[src/rtl/ais_pkg.sv]
`timescale 1ns / 1ps
package ais_pkg;

    localparam int DEPTH  = 64;
    localparam int DATA_W = 32;
    localparam int CNT_W  = $clog2(DEPTH + 1);

    typedef struct packed {
        logic ins;
        logic pop;
    } t_cell_ctl;

endpackage

[src/rtl/ais_cell.sv]
`timescale 1ns / 1ps
module ais_cell (
    input  logic                       i_clk,
    input  logic                       i_rst_n,
    input  ais_pkg::t_cell_ctl         i_ctl,
    input  logic [ais_pkg::DATA_W-1:0] i_new,
    input  logic                       i_prev_gt,
    input  logic                       i_prev_valid,
    input  logic [ais_pkg::DATA_W-1:0] i_prev_value,
    input  logic                       i_next_valid,
    input  logic [ais_pkg::DATA_W-1:0] i_next_value,
    output logic                       o_gt,
    output logic                       o_valid,
    output logic [ais_pkg::DATA_W-1:0] o_value
);
    import ais_pkg::*;

    logic              r_valid;
    logic [DATA_W-1:0] r_value;

    // an empty cell counts as greater than anything
    assign o_gt    = !r_valid || ($signed(r_value) > $signed(i_new));
    assign o_valid = r_valid;
    assign o_value = r_value;

    // a shifting cell inherits the neighbor's valid bit; the insertion point turns valid
    always_ff @(posedge i_clk) begin
        if (!i_rst_n) begin
            r_valid <= 1'b0;
        end else if (i_ctl.pop) begin
            r_valid <= i_next_valid;
        end else if (i_ctl.ins && o_gt) begin
            r_valid <= i_prev_gt ? i_prev_valid : 1'b1;
        end
    end

    // pop loads the upper word; insert the lower word if it moves up, else the new word
    always_ff @(posedge i_clk) begin
        if (i_ctl.pop) begin
            r_value <= i_next_value;
        end else if (i_ctl.ins && o_gt) begin
            r_value <= i_prev_gt ? i_prev_value : i_new;
        end
    end

endmodule

[config.mk]
export PLATFORM = sky130hd
export DESIGN_NAME = ais_cell
export DESIGN_NICKNAME = d
export VERILOG_FILES = /design/src/rtl/ais_pkg.sv /design/src/rtl/ais_cell.sv
export SDC_FILE = /design/constraint.sdc
export NUM_CORES = 1
export LEC_CHECK = 0
export BUFFER_PORTS_ARGS = -buffer_cell sky130_fd_sc_hd__buf_2
export CORE_UTILIZATION = 41
export DETAILED_ROUTE_END_ITERATION = 6
export PLACE_DENSITY_LB_ADDON = 0.2
export SKIP_CTS_REPAIR_TIMING = 1
export SLEW_MARGIN = 30
export SYNTH_ARGS = -nofsm -noshare
export SYNTH_HDL_FRONTEND = slang
export SYNTH_SLANG_ARGS = --single-unit
[constraint.sdc]
create_clock -name i_clk -period 4.6 [get_ports i_clk]
set_clock_uncertainty 0.05 [all_clocks]
set_input_delay 0.46 -clock i_clk [delete_from_list [all_inputs] [get_ports i_clk]]
set_output_delay 0.46 -clock i_clk [all_outputs]
set_load 0.02 [all_outputs]
==> results.py, run 1 <==
metrics = {
    "cts": {
        "clk_pin_slew_ns": 0.06,
        "cts_root_buf": "clkbuf_8",
        "clk_path_buf_depth": 2,
        "h-tree-depth": 2,
        "cts_tree": "built",
        "numClockSinks": 33,
        "cts_buffers": 5,
        "clock_latency_ns": 0.28,
    },
    "route": {
        "vias": 2341,
        "drc": 0,
        "finalWirelength_um": 5785,
        "post_drt_via_cell_ratio": 4.918,
        "firstDrtPassIters": 6,
        "drt_iter0_markers": 81,
        "antenna_left": 0,
        "avgRoutedWirePerCell_um": 12.15,
    },
    "logic_synthesis": {
        "syn_area_per_cell_um2": 9.436,
        "synthMuxAreaShare_pct": 12.76,
        "synth_cell_types": 29,
        "synth_ff_type": "edfxtp_1",
        "synth_area_um2": 2510,
        "synth-simple-area-share_pct": 10.02,
        "synth_edf_count": 32,
        "yosys_warnings": 0,
        "seq_area_frac_synth_pct": 39.08,
        "synth_nets": 401,
        "synthAdderAreaFrac_pct": 15.95,
        "synth_top_family_by_area": "adder cells",
        "synthArstFlopShare_pct": 0,
        "ys_ff_latch": 33,
        "synthCells": 266,
        "synth-compound-area-share_pct": 14.86,
        "synth_xor_area_share_pct": 0,
    },
    "die": {
        "die_x_um": 80.24,
        "rows": 28,
        "die_h_um": 80.24,
        "start_util_pct": 42.39,
        "floorplan.io_pins": 137,
        "dieArea_um2": 6438,
        "core_area_um2": 5921,
    },
    "placement": {
        "gp_congestion": 0.7066,
        "dpl.hpwl_um": 4706,
        "dp_cells": 468,
        "io_buffers": 136,
    },
    "sta": {
        "final_max_slew_viol_count": 0,
        "relSlewSlack_pct": 35.56,
        "rsz0062_at_grt": "no",
        "hold_viol_final": 0,
        "max_freq_mhz": 324.6,
        "finalSetupViolCount": 0,
        "setup_tns_ns": 0,
        "finalCritPeriodShare_pct": 66.97,
        "hold_ws_ns": 0.3702,
        "worst_pin_slew_ns": 0.9666,
        "finalWorstPathRequiredPeriod_ns": 3.081,
    },
    "setup_path": {
        "slowest_delay_ns": 0.40,
        "crit_chain": "ha_1, a21oi_1, o21ai_1, a221o_1, o31a_1, a211oi_2, o21ai_0, buf_2",
        "arrival_ns": 2.57,
        "slowest_stage": "edfxtp_1",
        "cp-start-kind": "register",
        "worst-path-max-fanout": 3,
        "endpoint_kind": "primary output",
        "path_class": "reg2out",
        "required_ns": 4.09,
    },
    "final_layout": {
        "fin_util_pct": 56.97,
        "nets": 535,
        "n_antenna_cell": 0,
        "drive_gt1_share_pct": 36.91,
        "finalNonFillerCells": 476,
        "area_growth_pct": 34.40,
        "final_common_cell": "buf_2",
        "nFillCells": 559,
        "mostFrequentLayoutCells": "buf_2, nand2_1, inv_1",
    },
    "power": {
        "leakagePower_uw": 0.001800,
        "p_comb_share_pct": 33.5,
        "clkPwrFrac_pct": 24.0,
        "power_density_nw_per_um2": 278.2,
        "ir_drop_mv": 0.1342,
        "p_total_uw": 938.4,
        "p_sw_uw": 303.4,
        "internal_power_uw": 635.1,
        "seq_power_share_pct": 42.5,
        "switching_share_pct": 32.33,
    },
    "grt": {
        "grt_use_total_pct": 18.50,
        "grt_overflow": 0,
        "grt_max_degree": 69,
        "antenna_found_initial": 0,
        "grt_pass1_vias": 2101,
        "grt_pass1_wl_um": 9066,
    },
    "outcome": {
        "status": "finished, final reports clean",
    },
    "hold_path": {
        "worstHoldPathType": "in2reg",
    },
    "flow_run": {
        "cap_viol_max_count": 0,
    },
}
[stage by stage]
step / worst slack, ns / area (um2)
after floorplan: 0.2079 / 2510
after global placement: 1.571 / 3251
after detailed placement: 1.602 / 3281
after CTS: 1.508 / 3371
after global routing: 1.375 / 3373
final: 1.519 / 3373
[path summary, 6_finish.rpt]
kind / startpoint / endpoint / slack (ns) / cells past startpoint
hold reg to reg: o_valid / o_valid / 0.58 / 3
setup reg to reg: o_value[7] / o_value[9] / 1.81 / 9
setup / recovery: o_value[7] / o_gt / 1.52 / 8
hold / removal: i_rst_n / o_valid / 0.37 / 2
[power groups by stage]
| stage | Combinational [uW] | Clock [uW] | Sequential [uW] |
|---|---|---|---|
| 6_report | 314 | 225 | 399 |
| 3_5_place_dp | 318 | 0 | 406 |
| 2_1_floorplan | 140 | 0 | 455 |
| 3_3_place_gp | 305 | 0 | 404 |
| 4_1_cts | 320 | 231 | 400 |
| 5_1_grt | 354 | 245 | 404 |
[Yosys cell counts (all sizes together), types with 2 or more instances]
cell,n,area (um2)
o21ai,38,190.2
a21o,2,15.01
inv,37,138.9
edfxtp,32,960.9
nand3,4,20.02
mux2i,32,320.3
clkbuf,8,30.03
a21oi,14,73.82
and4,3,26.28
nand2,40,150.1
buf,3,15.01
nor3,2,10.01
nor2,2,7.510
ha,32,400.4
nand4,5,31.28
[per-layer routing]
metal  part of all wire, %  track usage (%)
met2                    49            33.59
met3                   6.4            4.432
met1                    44            21.42
met4                  0.62            5.357
met5                     0                0
[worst max-delay path: cells and delay by family, from the launching register on]
| family | cells | cell delay, ns |
|---|---|---|
| buffers and inverters | 1 | 0.18 |
| flip-flops | 1 | 0.40 |
| AO/OA/AOI/OAI | 6 | 1.37 |
| adder cells (fa/ha/maj) | 1 | 0.33 |
[logic make-up after synthesis]
group                    Yosys count
multiplexers                      32
adder cells (fa/ha/maj)           32
buffers and inverters             48
AND/OR/NAND/NOR                   57
AO/OA/AOI/OAI                     64
flip-flops                        33
[layout make-up]
type | instances | area [um2] | area share (%)
inverter | 37 | 138.9 | 4.117
clock buffer | 8 | 90.09 | 2.671
sequential | 33 | 980.9 | 29.08
multi-input combinational | 185 | 1356 | 40.21
timing repair buffer | 138 | 713.2 | 21.14
tap | 75 | 93.84 | 2.782
[sequential cells by signal, indices dropped and copies added, names as in the netlist]
name and count:
o_valid 1, o_value 32
Note: power is estimated with default switching activity, not from simulation.
==> run 2, diff against run 1 <==
==> constraint.sdc (replaced) <==
create_clock -name i_clk -period 2.7 [get_ports i_clk]
set_clock_uncertainty 0.05 [all_clocks]
set_input_delay 0.27 -clock i_clk [delete_from_list [all_inputs] [get_ports i_clk]]
set_output_delay 0.27 -clock i_clk [all_outputs]
set_load 0.02 [all_outputs]
==> run 2 against run 1 <==
The flow now finishes with violations (negative setup slack). Final area increased by 8.7%. Wire length rose by 9.1%. First-iteration DRC count shrank 9.9%. Via count is 3.9% higher. Non-clock buffer count up 24. Global-route usage is 0.98 points higher.
==> results.py, run 2 (same netlist as run 1, synthesis figures left out) <==
metrics = {
    "outcome": {
        "status": "complete, but fails checks",
        "violations": "negative setup slack",
    },
    "grt": {
        "grt_pass1_wl_um": 9577,
        "antenna_found_initial": 0,
        "grt_pass1_vias": 2294,
        "grt_use_total_pct": 19.48,
        "grt_max_degree": 51,
        "grt_overflow": 0,
    },
    "cts": {
        "h-tree-depth": 2,
        "cts_root_buf": "clkbuf_8",
        "clk_pin_slew_ns": 0.07,
        "clk_path_buf_depth": 2,
        "cts_buffers": 5,
        "clock_latency_ns": 0.28,
        "cts_tree": "built",
        "numClockSinks": 33,
    },
    "sta": {
        "hold_viol_final": 0,
        "setup_tns_ns": -0.1383,
        "worst_pin_slew_ns": 0.4537,
        "rsz0062_at_grt": "yes",
        "relSlewSlack_pct": 69.75,
        "max_freq_mhz": 352.3,
        "finalCritPeriodShare_pct": 105.1,
        "layout_setup_ws_ns": -0.1383,
        "finalWorstPathRequiredPeriod_ns": 2.838,
        "final_max_slew_viol_count": 0,
        "finalSetupViolCount": 1,
    },
    "setup_path": {
        "path_class": "reg2out",
        "worst-path-max-fanout": 3,
        "arrival_ns": 2.52,
        "endpoint_kind": "primary output",
        "cp-start-kind": "register",
        "required_ns": 2.38,
    },
    "power": {
        "leakagePower_uw": 0.001929,
        "p_total_uw": 1722,
        "power_density_nw_per_um2": 469.6,
        "ir_drop_mv": 0.2374,
    },
    "placement": {
        "dpl.hpwl_um": 4948,
        "gp_congestion": 0.7102,
        "dp_cells": 490,
        "dpl_cell_area_um2": 3451,
        "io_buffers": 136,
    },
    "final_layout": {
        "final_common_cell": "buf_2",
        "area_growth_pct": 46.11,
        "drive_gt1_share_pct": 42.35,
        "finalNonFillerCells": 500,
        "largest_reg_flops": 32,
        "final_cell_area_um2": 3667,
        "mostFrequentLayoutCells": "buf_2, nand2_1, inv_1",
        "n_antenna_cell": 0,
        "nets": 559,
    },
    "flow_run": {
        "cap_viol_max_count": 0,
    },
    "route": {
        "drc": 0,
        "avgRoutedWirePerCell_um": 12.63,
        "antenna_left": 0,
        "firstDrtPassIters": 4,
        "finalWirelength_um": 6314,
        "vias": 2432,
        "post_drt_via_cell_ratio": 4.864,
        "drt_iter0_markers": 73,
    },
    "hold_path": {
        "worstHoldPathType": "in2reg",
    },
    "die": {
        "start_util_pct": 42.39,
        "dieArea_um2": 6438,
        "die_x_um": 80.24,
        "die_h_um": 80.24,
        "floorplan.io_pins": 137,
        "core_area_um2": 5921,
        "rows": 28,
    },
}
run 2: cell count changes in the layout (fill, tap and decap cells not counted), moves of 2 or more:
cell   previous run  this run
ha_1             32        27
buf_6             0         2
buf_4             1        23
ha_4              0         5
buf_8             2         0
run 2: final cells by class:
cell class,count,area [um2]
clock buffers,8,90.09
fillers,532,2253
inverters,37,138.9
multi-input cells,185,1445
flip-flops and latches,33,980.9
well taps,75,93.84
repair buffers,162,918.4
run 2: stage by stage:
stage / util [%] / hold slack (ns) / setup WS, ns
floorplan: - / 0.3512 / 0.07715
global placement: 57.82 / 0.4590 / -0.1213
detailed placement: 58.28 / 0.4648 / -0.01316
CTS: 59.81 / 0.1648 / -0.3165
global route: 61.94 / 0.1857 / -0.2004
finish: 61.94 / 0.1828 / -0.1383
run 2: worst max-delay path, cell delays in order, from the launching register on:
cell      delay (ns)
edfxtp_1        0.45
ha_4            0.26
nand4_1         0.12
buf_4           0.14
nor2_2          0.03
a221o_1         0.32
o31a_1          0.32
a211oi_4        0.26
buf_6           0.14
o21ai_4         0.05
buf_6           0.13
run 2: path summary, 6_finish.rpt:
check	cells past startpoint	start	end	slack [ns]
worst max register to register	10	o_value[14]	o_value[19]	0.08
worst max-delay path	10	o_value[14]	o_gt	-0.14
worst min-delay path	2	i_rst_n	o_valid	0.18
worst min register to register	3	o_valid	o_valid	0.63
run 2: power by group:
part	internal [uW]	switching, uW
sequential	646	38.8
clock	208	178
combinational	315	337
total	1170	553
run 2: per-layer routing:
layer	track usage (%)	routed length, um	part of all wire (%)	up-vias
met2	35.81	3118	49	89
met4	4.464	73	1.2	0
met1	22.22	2662	42	1065
met3	5.341	460	7.3	9
met5	0	0	0	-
li1	-	-	-	1269
==> run 3, diff against run 2 <==
--- a/config.mk
+++ b/config.mk
@@ -6,9 +6,12 @@
 export NUM_CORES = 1
 export LEC_CHECK = 0
 export BUFFER_PORTS_ARGS = -buffer_cell sky130_fd_sc_hd__buf_2
+export CORE_MARGIN = 10
 export CORE_UTILIZATION = 41
 export DETAILED_ROUTE_END_ITERATION = 6
+export GPL_TIMING_DRIVEN = 1
 export PLACE_DENSITY_LB_ADDON = 0.2
+export REMOVE_ABC_BUFFERS = 1
 export SKIP_CTS_REPAIR_TIMING = 1
 export SLEW_MARGIN = 30
 export SYNTH_ARGS = -nofsm -noshare
==> run 3 against run 2 <==
The run still ends with negative setup slack left. Setup slack got worse by 0.012 ns. Largest power group unchanged. Core utilization decreased by 1.5 points. Largest cell class unchanged. First-iteration DRC count decreased by 47%.
==> results.py, run 3 (same netlist as run 1, synthesis figures left out) <==
metrics = {
    "sta": {
        "layout_setup_ws_ns": -0.1507,
        "hold_viol_final": 0,
        "worst_pin_slew_ns": 0.4976,
        "finalWorstPathRequiredPeriod_ns": 2.851,
        "rsz0062_at_grt": "yes",
        "finalCritPeriodShare_pct": 105.6,
        "finalSetupViolCount": 1,
        "hold_ws_ns": 0.1901,
        "final_max_slew_viol_count": 0,
        "max_freq_mhz": 350.8,
        "relSlewSlack_pct": 66.82,
        "setup_tns_ns": -0.1507,
    },
    "setup_path": {
        "endpoint_kind": "primary output",
        "path_class": "reg2out",
        "rrSetupSlack_ns": 0.15,
        "r2r-start": "o_value[23]",
        "worstSetupStartpoint": "o_value[14]",
        "cpMostUsedCell": "buf_4",
        "cp.depth": 10,
        "worst_r2r_path_depth": 9,
        "endpoint": "o_gt",
        "worst-path-buf-inv": 3,
        "slowest_delay_ns": 0.45,
        "rr_endpoint": "o_value[4]",
        "arrival_ns": 2.53,
        "crit_chain": "ha_4, nand4_1, buf_4, nor2_1, a221o_1, o31a_1, a211oi_2, buf_4, o21ai_0, buf_2",
        "cp-start-kind": "register",
        "required_ns": 2.38,
        "worst-path-max-fanout": 3,
        "cp_top_family": "compound AO/OA/AOI/OAI gates",
        "slowest_stage": "edfxtp_1",
    },
    "route": {
        "avgRoutedWirePerCell_um": 14.84,
        "vias": 2366,
        "antenna_left": 0,
        "drc": 0,
        "drt_iter0_markers": 39,
        "post_drt_via_cell_ratio": 4.819,
        "finalWirelength_um": 7284,
        "firstDrtPassIters": 4,
    },
    "cts": {
        "clock_latency_ns": 0.28,
        "numClockSinks": 33,
        "cts_tree": "built",
        "clk_pin_slew_ns": 0.07,
        "h-tree-depth": 2,
        "cts_root_buf": "clkbuf_8",
        "clk_path_buf_depth": 2,
        "cts_buffers": 5,
    },
    "final_layout": {
        "mostFrequentLayoutCells": "buf_2, nand2_1, inv_1",
        "n_antenna_cell": 0,
        "final_common_cell": "buf_2",
        "area_growth_pct": 42.62,
        "drive_gt1_share_pct": 40.38,
        "largest_reg_flops": 32,
        "nets": 550,
    },
    "die": {
        "rows": 28,
        "die_h_um": 98.24,
        "dieArea_um2": 9651,
        "core_area_um2": 5921,
        "floorplan.io_pins": 137,
        "die_x_um": 98.24,
        "start_util_pct": 42.39,
    },
    "flow_run": {
        "cap_viol_max_count": 0,
    },
    "grt": {
        "grt_pass1_wl_um": 11740,
        "grt_use_total_pct": 14.33,
        "grt_overflow": 0,
        "antenna_found_initial": 0,
        "grt_pass1_vias": 2539,
        "grt_max_degree": 37,
    },
    "power": {
        "ir_drop_mv": 0.3498,
        "power_density_nw_per_um2": 485.0,
        "leakagePower_uw": 0.001885,
    },
    "placement": {
        "gp_congestion": 0.7505,
        "io_buffers": 136,
        "dpl_worst_slack_ns": -0.009453,
        "dpl.hpwl_um": 6142,
    },
    "hold_path": {
        "worstHoldStart": "i_rst_n",
        "worstHoldPathType": "in2reg",
    },
    "outcome": {
        "violations": "negative setup slack",
        "status": "complete, but fails checks",
    },
}
[run 3: final cells by class]
| class | count | area, um2 |
|---|---|---|
| clock inverters | 2 | 33.78 |
| clock buffers | 6 | 72.57 |
| fillers | 523 | 2341 |
| well taps | 75 | 93.84 |
| multi-input cells | 185 | 1419 |
| flip-flops and latches | 33 | 980.9 |
| repair buffers | 153 | 840.8 |
| inverters | 37 | 138.9 |
[run 3: power by group]
group	total (uW)	switching (uW)	internal [uW]
clock	450	178	272
sequential	683	37.0	646
combinational	603	325	278
total	1740	540	1200
[run 3: per-layer routing]
metal,global-route usage (%),part of all wire (%),vias to the layer above
met4,2.977,0.66,0
met1,16.58,44,1018
li1,-,-,1252
met2,24.16,46,90
met3,6.061,9.7,6
met5,0,0,-
[run 3: worst min path at each step]
stage / end / slack, ns / cells after the start
final: o_valid / 0.19 / 2
after global routing: o_valid / 0.19 / 2
after CTS: o_valid / 0.18 / 2
after detailed placement: o_valid / 0.48 / 2
after global placement: o_valid / 0.48 / 2
after floorplan: o_valid / 0.35 / 1
[run 3: stage by stage]
| stage | cells | area, um2 | util [%] | total power, uW |
|---|---|---|---|---|
| 2_1_floorplan | 255 | 2465 | - | 992.7 |
| 3_3_place_gp | 477 | 3333 | 56.30 | 1243 |
| 5_1_grt | 491 | 3580 | 60.46 | 1853 |
| 4_1_cts | 486 | 3467 | 58.56 | 1724 |
| 6_report | 491 | 3580 | 60.46 | 1736 |
| 3_5_place_dp | 478 | 3361 | 56.76 | 1268 |
[run 3: worst register-to-register path, stage by stage (launching register included)]
cell	delay [ns]
edfxtp_1	0.41
ha_1	0.31
and4_1	0.22
nand2_1	0.07
nor3_1	0.29
o31a_1	0.25
a211oi_2	0.07
buf_4	0.15
o21ai_4	0.24
buf_16	0.20
